`config.mk`:
```
export PLATFORM = sky130hd
export DESIGN_NAME = fan_stall_detector_flat
export DESIGN_NICKNAME = d
export VERILOG_FILES = /design/src/fsd_pkg.sv /design/src/fsd_in_if.sv /design/src/fsd_out_if.sv /design/src/fsd_cfg_regs.sv /design/src/fsd_step.sv /design/src/fan_stall_detector.sv /design/src/flat_wrapper.sv
export SDC_FILE = /design/constraint.sdc
export NUM_CORES = 1
export LEC_CHECK = 0
export BUFFER_PORTS_ARGS = -buffer_cell sky130_fd_sc_hd__buf_2
export CAP_MARGIN = 0
export CORE_MARGIN = 2
export CORE_UTILIZATION = 25
export CTS_CLUSTER_DIAMETER = 40
export DETAILED_ROUTE_END_ITERATION = 8
export GPL_TIMING_DRIVEN = 0
export RECOVER_POWER = 25
export SETUP_SLACK_MARGIN = 0.5
export SYNTH_ARGS = -nofsm -noshare
export SYNTH_HDL_FRONTEND = slang
export SYNTH_SLANG_ARGS = --single-unit
```
`constraint.sdc`:
```
create_clock -name clk_i -period 6.67 [get_ports clk_i]
set_clock_uncertainty 0.15 [all_clocks]
set_input_delay 0.3335 -clock clk_i [delete_from_list [all_inputs] [get_ports clk_i]]
set_output_delay 0.3335 -clock clk_i [all_outputs]
set_load 0.05 [all_outputs]
```
`src/fsd_pkg.sv`:
```
package fsd_pkg;

  localparam int unsigned DutyW  = 7;
  localparam int unsigned TickW  = 16;
  localparam int unsigned PulseW = 32;
  localparam int unsigned ModeW  = 2;
  localparam int unsigned ApbDataW = 32;
  localparam int unsigned ApbAddrW = 4;

  localparam logic [DutyW-1:0] DutyThresholdRst = 7'd30;
  localparam logic [TickW-1:0] WindowTicksRst   = 16'd30;
  localparam logic [TickW-1:0] MinPulsesRst     = 16'd5;
  localparam logic [TickW-1:0] RetryTicksRst    = 16'd100;

  typedef enum logic [ModeW-1:0] {
    MODE_NORMAL  = 2'd0,
    MODE_MONITOR = 2'd1,
    MODE_FAULT   = 2'd2,
    MODE_SEVERE  = 2'd3
  } mode_e;

  typedef enum logic [1:0] {
    REG_DUTY_THRESHOLD = 2'd0,
    REG_WINDOW_TICKS   = 2'd1,
    REG_MIN_PULSES     = 2'd2,
    REG_RETRY_TICKS    = 2'd3
  } reg_idx_e;

  typedef struct packed {
    logic [DutyW-1:0] duty_threshold;
    logic [TickW-1:0] window_ticks;
    logic [TickW-1:0] min_pulses;
    logic [TickW-1:0] retry_ticks;
  } cfg_t;

  typedef struct packed {
    logic              action;
    logic [DutyW-1:0]  requested_duty;
    logic [PulseW-1:0] pulse_total;
  } item_t;

  typedef struct packed {
    logic [DutyW-1:0] drive_duty;
    mode_e            mode_now;
    logic             stalled;
  } res_t;

endpackage

```
`src/fsd_in_if.sv`:
```
interface fsd_in_if import fsd_pkg::*; ();
  logic              valid;
  logic              ready;
  logic              action;
  logic [DutyW-1:0]  requested_duty;
  logic [PulseW-1:0] pulse_total;

  modport source (output valid, action, requested_duty, pulse_total, input ready);
  modport sink   (input valid, action, requested_duty, pulse_total, output ready);
endinterface

```
`src/fsd_out_if.sv`:
```
interface fsd_out_if import fsd_pkg::*; ();
  logic             valid;
  logic             ready;
  logic [DutyW-1:0] drive_duty;
  logic [ModeW-1:0] mode_now;
  logic             stalled;

  modport source (output valid, drive_duty, mode_now, stalled, input ready);
  modport sink   (input valid, drive_duty, mode_now, stalled, output ready);
endinterface

```
`src/fsd_cfg_regs.sv`:
```
module fsd_cfg_regs import fsd_pkg::*; (
  input  logic                clk_i,
  input  logic                rst_ni,
  input  logic                psel,
  input  logic                penable,
  input  logic                pwrite,
  input  logic [ApbAddrW-1:0] paddr,
  input  logic [ApbDataW-1:0] pwdata,
  output logic [ApbDataW-1:0] prdata,
  output logic                pready,
  output cfg_t                cfg_o
);

  cfg_t     cfg_q;
  logic     wr_en;
  reg_idx_e idx;

  assign pready = 1'b1;
  assign wr_en  = psel && penable && pwrite;
  assign idx    = reg_idx_e'(paddr[3:2]);

  always_ff @(posedge clk_i or negedge rst_ni) begin
    if (!rst_ni) begin
      cfg_q.duty_threshold <= DutyThresholdRst;
      cfg_q.window_ticks   <= WindowTicksRst;
      cfg_q.min_pulses     <= MinPulsesRst;
      cfg_q.retry_ticks    <= RetryTicksRst;
    end else if (wr_en) begin
      unique case (idx)
        REG_DUTY_THRESHOLD: cfg_q.duty_threshold <= pwdata[DutyW-1:0];
        REG_WINDOW_TICKS:   cfg_q.window_ticks   <= pwdata[TickW-1:0];
        REG_MIN_PULSES:     cfg_q.min_pulses     <= pwdata[TickW-1:0];
        REG_RETRY_TICKS:    cfg_q.retry_ticks    <= pwdata[TickW-1:0];
        default: ;
      endcase
    end
  end

  always_comb begin
    prdata = '0;
    unique case (idx)
      REG_DUTY_THRESHOLD: prdata = {{(ApbDataW-DutyW){1'b0}}, cfg_q.duty_threshold};
      REG_WINDOW_TICKS:   prdata = {{(ApbDataW-TickW){1'b0}}, cfg_q.window_ticks};
      REG_MIN_PULSES:     prdata = {{(ApbDataW-TickW){1'b0}}, cfg_q.min_pulses};
      REG_RETRY_TICKS:    prdata = {{(ApbDataW-TickW){1'b0}}, cfg_q.retry_ticks};
      default:            prdata = '0;
    endcase
  end

  assign cfg_o = cfg_q;

endmodule

```
`src/fsd_step.sv`:
```
module fsd_step import fsd_pkg::*; (
  input  logic  clk_i,
  input  logic  rst_ni,
  input  logic  step_en_i,
  input  item_t item_i,
  input  cfg_t  cfg_i,
  output res_t  res_o
);

  mode_e             mode_q, mode_d;
  logic [TickW-1:0]  tick_q, tick_d;
  logic              retry_q, retry_d;
  logic [PulseW-1:0] wstart_q, wstart_d;
  logic [TickW-1:0]  tick_inc;
  logic [PulseW-1:0] pulse_diff;
  logic              duty_high;
  logic [DutyW-1:0]  drive;

  assign tick_inc   = tick_q + 1'b1;
  assign pulse_diff = item_i.pulse_total - wstart_q;
  assign duty_high  = item_i.requested_duty > cfg_i.duty_threshold;

  always_comb begin
    mode_d   = mode_q;
    tick_d   = tick_q;
    retry_d  = retry_q;
    wstart_d = wstart_q;
    drive    = '0;
    if (item_i.action) begin
      mode_d  = MODE_NORMAL;
      tick_d  = '0;
      retry_d = 1'b0;
    end else begin
      unique case (mode_q)
        MODE_NORMAL: begin
          if (duty_high) begin
            mode_d   = MODE_MONITOR;
            wstart_d = item_i.pulse_total;
            tick_d   = '0;
          end
          drive = item_i.requested_duty;
        end
        MODE_MONITOR: begin
          if (!duty_high) begin
            mode_d = MODE_NORMAL;
            drive  = item_i.requested_duty;
          end else begin
            tick_d = tick_inc;
            // pulse check wins over window expiry on the last tick
            if (pulse_diff >= {{(PulseW-TickW){1'b0}}, cfg_i.min_pulses}) begin
              mode_d = MODE_NORMAL;
              drive  = item_i.requested_duty;
            end else if (tick_inc >= cfg_i.window_ticks) begin
              mode_d = retry_q ? MODE_SEVERE : MODE_FAULT;
              tick_d = '0;
            end else begin
              drive = item_i.requested_duty;
            end
          end
        end
        MODE_FAULT: begin
          // duty drops are ignored here; keep counting toward the retry
          tick_d = tick_inc;
          if (tick_inc >= cfg_i.retry_ticks) begin
            retry_d  = 1'b1;
            mode_d   = MODE_MONITOR;
            wstart_d = item_i.pulse_total;
            tick_d   = '0;
          end
        end
        MODE_SEVERE: ;
        default: ;
      endcase
    end
  end

  always_ff @(posedge clk_i or negedge rst_ni) begin
    if (!rst_ni) begin
      mode_q  <= MODE_NORMAL;
      tick_q  <= '0;
      retry_q <= 1'b0;
    end else if (step_en_i) begin
      mode_q  <= mode_d;
      tick_q  <= tick_d;
      retry_q <= retry_d;
    end
  end

  always_ff @(posedge clk_i) begin
    if (step_en_i) begin
      wstart_q <= wstart_d;
    end
  end

  assign res_o.drive_duty = drive;
  assign res_o.mode_now   = mode_d;
  assign res_o.stalled    = (mode_d == MODE_FAULT) || (mode_d == MODE_SEVERE);

`ifndef SYNTHESIS
  a_severe_holds: assert property (@(posedge clk_i) disable iff (!rst_ni)
    step_en_i && mode_q == MODE_SEVERE && !item_i.action |=> mode_q == MODE_SEVERE)
    else $error("severe mode left without a manual clear");

  a_clear: assert property (@(posedge clk_i) disable iff (!rst_ni)
    step_en_i && item_i.action |=> mode_q == MODE_NORMAL && tick_q == '0 && !retry_q)
    else $error("manual clear did not restore normal state");

  a_severe_after_retry: assert property (@(posedge clk_i) disable iff (!rst_ni)
    mode_q == MODE_SEVERE |-> retry_q)
    else $error("severe mode without a used retry");

  a_state_hold: assert property (@(posedge clk_i) disable iff (!rst_ni)
    !step_en_i |=> $stable(mode_q) && $stable(tick_q) && $stable(retry_q))
    else $error("state moved without a step");
`endif

endmodule

```
`src/fan_stall_detector.sv`:
```
// Channel   Direction  Payload                                   Transfer when
// in_i      sink       action, requested_duty, pulse_total       valid && ready
// out_o     source     drive_duty, mode_now, stalled             valid && ready
// apb       slave      4 registers at byte addresses 0,4,8,12    psel&&penable&&pwrite
//
// Pipeline: the input register takes the item at the input transfer, and the result
// register takes the result when the item advances; one item per cycle is sustained
// while out_o.ready stays high, with the combinational mode update between the two.
// Reset: rst_ni clears mode, tick count, retry flag and both valid flags and
// loads the register defaults; the window start register needs no reset.
// Stalls: with out_o.ready low the result register holds and the input register
// still takes one more item, then in_i.ready drops until the result moves on.
module fan_stall_detector import fsd_pkg::*; (
  input  logic                clk_i,
  input  logic                rst_ni,
  fsd_in_if.sink              in_i,
  fsd_out_if.source           out_o,
  input  logic                psel,
  input  logic                penable,
  input  logic                pwrite,
  input  logic [ApbAddrW-1:0] paddr,
  input  logic [ApbDataW-1:0] pwdata,
  output logic [ApbDataW-1:0] prdata,
  output logic                pready
);

  cfg_t  cfg;
  item_t item_q;
  logic  in_vld_q;
  res_t  res;
  res_t  res_q;
  logic  out_vld_q;
  logic  advance;
  logic  in_take;

  fsd_cfg_regs u_cfg (
    .clk_i   (clk_i),
    .rst_ni  (rst_ni),
    .psel    (psel),
    .penable (penable),
    .pwrite  (pwrite),
    .paddr   (paddr),
    .pwdata  (pwdata),
    .prdata  (prdata),
    .pready  (pready),
    .cfg_o   (cfg)
  );

  // Advance the held item into the result register when that register is free
  // or its content is being transferred out in this cycle.
  assign advance = in_vld_q && (!out_vld_q || out_o.ready);
  assign in_i.ready = !in_vld_q || advance;
  assign in_take = in_i.valid && in_i.ready;

  always_ff @(posedge clk_i or negedge rst_ni) begin
    if (!rst_ni) begin
      in_vld_q <= 1'b0;
    end else if (in_i.ready) begin
      in_vld_q <= in_i.valid;
    end
  end

  always_ff @(posedge clk_i) begin
    if (in_take) begin
      item_q.action         <= in_i.action;
      item_q.requested_duty <= in_i.requested_duty;
      item_q.pulse_total    <= in_i.pulse_total;
    end
  end

  // Mode update runs on the held item; state commits only on advance.
  fsd_step u_step (
    .clk_i     (clk_i),
    .rst_ni    (rst_ni),
    .step_en_i (advance),
    .item_i    (item_q),
    .cfg_i     (cfg),
    .res_o     (res)
  );

  always_ff @(posedge clk_i or negedge rst_ni) begin
    if (!rst_ni) begin
      out_vld_q <= 1'b0;
    end else if (!out_vld_q || out_o.ready) begin
      out_vld_q <= in_vld_q;
    end
  end

  always_ff @(posedge clk_i) begin
    if (advance) begin
      res_q <= res;
    end
  end

  assign out_o.valid      = out_vld_q;
  assign out_o.drive_duty = res_q.drive_duty;
  assign out_o.mode_now   = res_q.mode_now;
  assign out_o.stalled    = res_q.stalled;

endmodule

```
`src/flat_wrapper.sv`:
```
// flat-port wrapper written by rule: the top's interface ports become plain ports
module fan_stall_detector_flat import fsd_pkg::*;
  (clk_i, rst_ni, psel, penable, pwrite, paddr, pwdata, prdata, pready, in_i_valid, in_i_action, in_i_requested_duty, in_i_pulse_total, in_i_ready, out_o_valid, out_o_drive_duty, out_o_mode_now, out_o_stalled, out_o_ready);
  fsd_in_if in_i_i ();
  fsd_out_if out_o_i ();
  input  logic clk_i;
  input  logic rst_ni;
  input  logic psel;
  input  logic penable;
  input  logic pwrite;
  input  logic [ApbAddrW-1:0] paddr;
  input  logic [ApbDataW-1:0] pwdata;
  output logic [ApbDataW-1:0] prdata;
  output logic pready;
  input wire logic [$bits(in_i_i.valid)-1:0] in_i_valid;
  input wire logic [$bits(in_i_i.action)-1:0] in_i_action;
  input wire logic [$bits(in_i_i.requested_duty)-1:0] in_i_requested_duty;
  input wire logic [$bits(in_i_i.pulse_total)-1:0] in_i_pulse_total;
  output wire logic [$bits(in_i_i.ready)-1:0] in_i_ready;
  output wire logic [$bits(out_o_i.valid)-1:0] out_o_valid;
  output wire logic [$bits(out_o_i.drive_duty)-1:0] out_o_drive_duty;
  output wire logic [$bits(out_o_i.mode_now)-1:0] out_o_mode_now;
  output wire logic [$bits(out_o_i.stalled)-1:0] out_o_stalled;
  input wire logic [$bits(out_o_i.ready)-1:0] out_o_ready;
  assign in_i_i.valid = in_i_valid;
  assign in_i_i.action = in_i_action;
  assign in_i_i.requested_duty = in_i_requested_duty;
  assign in_i_i.pulse_total = in_i_pulse_total;
  assign in_i_ready = in_i_i.ready;
  assign out_o_valid = out_o_i.valid;
  assign out_o_drive_duty = out_o_i.drive_duty;
  assign out_o_mode_now = out_o_i.mode_now;
  assign out_o_stalled = out_o_i.stalled;
  assign out_o_i.ready = out_o_ready;
  fan_stall_detector u_core (.clk_i(clk_i), .rst_ni(rst_ni), .in_i(in_i_i), .out_o(out_o_i), .psel(psel), .penable(penable), .pwrite(pwrite), .paddr(paddr), .pwdata(pwdata), .prdata(prdata), .pready(pready));
endmodule
```
* Word-level counts from Yosys, hierarchy flattened
Cells that the tools add are included. W data, S select, Z words.
Word-level totals: register bits after elaboration 158, bits of input ports 83, output and inout port bits 45, word-level logic and storage cells 82
Operators by class: $add $sub $neg 2, $lt $le $gt $ge 4, equality and inequality tests 11, multiplexer cells 26, bitwise gates (word level) 1, reductions and logical operators 22
Operators by type and width (count):
- $pmux W32 S4 | 1
- $mux W16 | 6
- $mux W32 | 2
- $pmux W32 S2 | 1
- $pmux W16 S3 | 1
- $ge A16 B16 Y1 | 2
- $ge A32 B16 Y1 | 1
- $sub A32 B32 Y32 | 1
- $mux W7 | 3
- $add A16 B1 Y16 const B | 1
- $pmux W7 S2 | 1
- $mux W2 | 6
- $eq A2 B2 Y1 const B | 5
- $reduce_and A2 Y1 | 4
- $gt A7 B7 Y1 | 1
- $ne A3 B2 Y1 const B | 2
- $pmux W2 S3 | 1
- $reduce_bool A2 Y1 | 3
- $reduce_and A5 Y1 | 1
- $eq A2 B1 Y1 const B | 2
- $logic_and A1 B1 Y1 | 4
- $logic_not A2 Y1 | 2
- $mux W1 | 4
- $ne A2 B2 Y1 const B | 2
- 6 further kinds | 9

* Depth between registers and ports, before layout
depth in word-level cells 9, depth in mapped cells 21, mapped depth without buffers 20

* Modules after synthesis
A second synthesis with hierarchy kept.
Second synthesis, totals: cell total of the unflattened synthesis 995, area total of the unflattened synthesis 10497.6 µm²
By module, submodules not included:
- fsd_step | instances 1, cells each 768, area an instance 6212.2 µm², sequential area each 1436.4 µm²
- fsd_cfg_regs | instances 1, cells each 169, area an instance 2680.1 µm², sequential area each 1392.6 µm²
- fan_stall_detector | instances 1, cells each 58, area an instance 1605.3 µm², sequential area each 1551.5 µm²

* Worst setup path before layout
Ideal clock, no wire load.
kind register -> register, start point reg u_core.u_step.tick_q[0], end point reg u_core.u_step.wstart_q[0] (enable), library setup time 0.470 ns, data arrival time 5.546 ns, data required time 6.050 ns, setup slack 0.504 ns, stages on the path, launching flop included 15, path buffers 1, period minus slack after synthesis 6.166 ns, cells stage by stage dfrtp_1 and3_1 nand3_1 nor4_1 a31oi_1 or2_2 ha_1 a21o_1 a21o_1 a21oi_1 nor2b_1 a31oi_1 a21boi_1 clkbuf_1 a211oi_1
On the way: cells in the longest elaborated chain, start to end 4
RTL lines:
- from (decl) | RTL line fsd_step.sv:11 | logic [TickW-1:0] tick_q, tick_d;
- from (signal assigned) | RTL line fsd_step.sv:84 | tick_q <= tick_d;
- $add A16 B1 Y16 | RTL line fsd_step.sv:19 | assign tick_inc = tick_q + 1'b1;
- $ge A16 B16 Y1 | RTL line fsd_step.sv:64 | if (tick_inc >= cfg_i.retry_ticks) begin
- $ne A2 B2 Y1 (no source line)
- $reduce_and A5 Y1 (no source line)
- to (signal assigned) | RTL line fsd_step.sv:91 | wstart_q <= wstart_d;
- to (decl) | RTL line fsd_step.sv:13 | logic [PulseW-1:0] wstart_q, wstart_d;
No other way between the ends. A chain may end at the register's enable or synchronous reset.

* Worst setup path after layout
start point reg u_core.u_step.tick_q[0], end point reg u_core.u_step.wstart_q[29] (enable)
The elaborated chain is that of the path after synthesis.

==> reports/qor.csv <==
stage,metric,value,unit
drt,drt wl/cell,16.1,um
pwr,PwrDens,251,mW/mm^2
finish,Layout Nets,1386,
worst_setup_path,Required @ worst endpoint,6720,ps
synthesis,"EDFF count, synth",82,
clocking,"Clk pin slew, worst setup/hold paths",70,ps
clocking,CTS Sinks,158,
global_routing,Tot GR Track Use,13.3,%
synthesis,count of state elements after synthesis,158,
synthesis,fraction of registers with async set/reset,48.1,%
timing,slew margin rel.,-41.0,%
floorplanning,Core Rows,74,
min_path,Min-Delay Endpoint,u_core.u_cfg.cfg_o[38]$_DFFE_PN0P_,
drt,DR vias,8211,
drt,DR vias/cell,4.68,
status,status,finished with violations,
timing,Hold Slack,33.6,ps
pwr,Seq pwr share,39.1,%
min_path,worst hold-check path type,in -> reg,
synthesis,top-count cell post-synth,inv_1,
synthesis,"Seq/Total Area, Yosys",42.7,%
worst_setup_path,Setup crit end kind,flop,
clocking,CTS root buf,clkbuf_16,
synthesis,"top cells by area, synth","edfxtp_1 24%, dfrtp_1 15%, ha_1 11%",
placed_design,# port buffers,92,
status,failing checks,"capacitance limit, slew limit",
global_routing,pin count of the biggest net entering global routing,45,
drt,"antenna viol nets, final",0,
finish,share of cells above drive strength 1,18.9,%
clocking,H-tree depth,4,
timing,Setup WS post-layout,1130,ps
global_routing,first-pass GRT wire length,43600,um
clocking,CTS tree,built,
timing,final-report hold violation count,0,
floorplanning,die area,0.0427,mm^2
synthesis,synthesized area per cell,10.0,um^2
worst_setup_path,largest fanout on the critical path,18,
synthesis,post-synth top area share,24.0,%
min_path,min-delay src,pwdata[6],
worst_setup_path,R2R Setup Slk,1130,ps
placed_design,"worst slack, placed",1190,ps
pwr,Net Sw Power,1130,uW
worst_setup_path,Crit Path Class,reg -> reg,
pwr,cell internal pwr,2040,uW
clocking,clock latency on the worst-skew pair,450,ps
worst_setup_path,RR Startpoint,u_core.u_step.tick_q[0]$_DFFE_PN0P_,
floorplanning,Die W,207,um
timing,post-route minimum period,5540,ps
drt,DR iter-0 viols,479,
clocking,clk buf depth,2,
job,max_cap viols,1,
drt,number of remaining DRC errors,0,
pwr,Gate power share,29.6,%
timing,final setup violation count,0,
placed_design,dpl cells,1666,
synthesis,Synth top cells by count,"121 x inv_1, 91 x ha_1, 82 x edfxtp_1, 79 x nand2_1, 63 x dfrtp_1",
timing,"Slew Viols, Final",33,
finish,P&R area growth vs syn,23.4,%
worst_setup_path,CP Data Arrival Time,5590,ps
synthesis,Syn Inst Count,1024,
synthesis,"Cell Area, Synth",0.0103,mm^2
worst_setup_path,r2r endpoint,u_core.u_step.wstart_q[29]$_DFFE_PP_,
floorplanning,Initial Utilization,25.2,%
synthesis,ys flop type,edfxtp_1,
finish,fin cells,1756,
pwr,LEAKAGE,0.00550,uW
clocking,post-CTS sizing,0,
global_routing,initial antenna violation count,0,
placed_design,RD Place Congestion,0.871,
finish,Ant. Diodes,0,
clocking,Num CTS Buffers,17,
timing,unrepaired setup endpoints after global routing,no,
synthesis,biggest area consumer among synthesized cells,edfxtp_1,
finish,end-of-flow core utilization,31.1,%
drt,DRT Pass-1 Iters,4,
finish,Final Cell Area,0.0127,mm^2
timing,maximum clock rate,180,MHz
global_routing,vias in the first global route,7909,
min_path,hold path depth,3,
timing,worst slew pin tran,2110,ps
drt,Detailed Route WL,28200,um
clocking,setup bufs post-CTS,0,
global_routing,remaining global-route overflow,0,
worst_setup_path,FF-to-FF path depth,16,
placed_design,post-placement cell area,0.0115,mm^2
floorplanning,Chip Height,207,um
worst_setup_path,Startpoint Class,flop,
pwr,Net Sw Frac,35.7,%
floorplanning,IO Count,128,
pwr,VDD IR max,0.000213,V
timing,Tcrit/Tclk final,83.1,%
floorplanning,core footprint,0.0406,mm^2
placed_design,DP HPWL,22000,um
synthesis,post-synthesis cell type count,79,
pwr,clock power share,31.3,%
synthesis,Synth warnings,0,
-- cells by family after synthesis --
kind of cell / after synthesis / synth area share (%)
AO/OA/AOI/OAI: 277 / 18.3
AND/OR/NAND/NOR: 251 / 12.5
buffers and inverters: 172 / 7.12
flip-flops: 158 / 42.7
adder cells (fa/ha/maj): 92 / 11.3
multiplexers: 47 / 5.87
XOR/XNOR: 25 / 2.13
other: 2 / 0.0732
-- state kept, by name (all words and copies together), names as in the netlist --
name / flops
u_core.u_step.tick_q: 16
u_core.u_step.wstart_q: 32
u_core.item_q: 40
u_core.u_step.mode_q: 2
u_core.in_vld_q: 1
u_core.out_o.mode_now: 2
u_core.u_step.retry_q: 1
u_core.out_o.drive_duty: 7
u_core.out_o.valid: 1
u_core.out_o.stalled: 1
u_core.u_cfg.cfg_o: 55
-- worst max-delay path: stages, from the launching register on --
cell      delay, ps
dfrtp_1         450
and3_1          220
nand3_1         160
nor4_1          640
nor2_1          140
or2_2           360
ha_1            300
a21o_1          160
a21o_1          170
a21oi_1         230
nor2b_1         200
nand3b_1         90
a21o_1          190
a21boi_1        570
clkbuf_1        670
a211oi_4        270
buf_8           280
-- power groups by stage --
| stage | clock (uW) | sequential [uW] | combinational, uW |
|---|---|---|---|
| final | 991 | 1240 | 938 |
| after global routing | 1060 | 1250 | 1050 |
| after CTS | 1030 | 1240 | 947 |
| after detailed placement | 0 | 1260 | 913 |
| after global placement | 0 | 1260 | 892 |
| after floorplan | 0 | 1260 | 651 |
-- area by class of cell --
class,instances,area [um^2]
fillers,4213,28000
multi-input cells,709,5220
flip-flops and latches,158,4380
repair buffers,153,1090
well taps,532,666
inverters,122,458
clock buffers,19,454
plain buffers,50,273
clock inverters,13,124
-- cell usage in the layout, fill, tap and decap left out, types with 15 or more instances in the layout --
master	n
inv_1	121
ha_1	91
buf_2	89
edfxtp_1	82
nand2_1	79
dfrtp_1	63
o21ai_0	61
dlygate4sd3_1	58
a21oi_1	56
nor2_1	38
mux2_2	35
clkbuf_1	33
a21o_1	27
nand3_1	21
xnor2_1	18
nand4_1	18
clkbuf_16	18
buf_4	17
conb_1	17
o21a_1	15
o21ai_1	15
-- timing repair --
action	4_1_cts	5_1_grt
hold buffers	58	0
endpoints found under the hold margin	109	0
endpoints found under the setup margin	0	0
-- metrics by stage --
stage | setup TNS (ps) | total power (uW)
2_1_floorplan | 0 | 1910
3_3_place_gp | -55090 | 2150
3_5_place_dp | 0 | 2170
4_1_cts | 0 | 3210
5_1_grt | 0 | 3360
6_report | 0 | 3170
-- layer usage --
metal  track usage [%]  vias up  wire [um]
met3              2.15       17        948
met2              22.0      156      13400
met5                 0        -          0
met1              18.1     3968      13500
met4              3.52        0        385
li1                  -     4070          -
-- worst max-delay path by stage --
stage	end	slack, ps	start
after floorplan	u_core.u_step.wstart_q[0]$_DFFE_PP_	500	u_core.u_step.tick_q[0]$_DFFE_PN0P_
after global placement	u_core.u_step.wstart_q[30]$_DFFE_PP_	-1730	u_core.u_step.tick_q[0]$_DFFE_PN0P_
after detailed placement	u_core.u_step.wstart_q[30]$_DFFE_PP_	1190	u_core.u_step.tick_q[0]$_DFFE_PN0P_
after CTS	u_core.u_step.wstart_q[30]$_DFFE_PP_	1150	u_core.u_step.tick_q[0]$_DFFE_PN0P_
after global routing	u_core.u_step.wstart_q[28]$_DFFE_PP_	660	u_core.u_step.tick_q[0]$_DFFE_PN0P_
final	u_core.u_step.wstart_q[29]$_DFFE_PP_	1130	u_core.u_step.tick_q[0]$_DFFE_PN0P_
No activity file was read; power rests on OpenSTA's default activity.
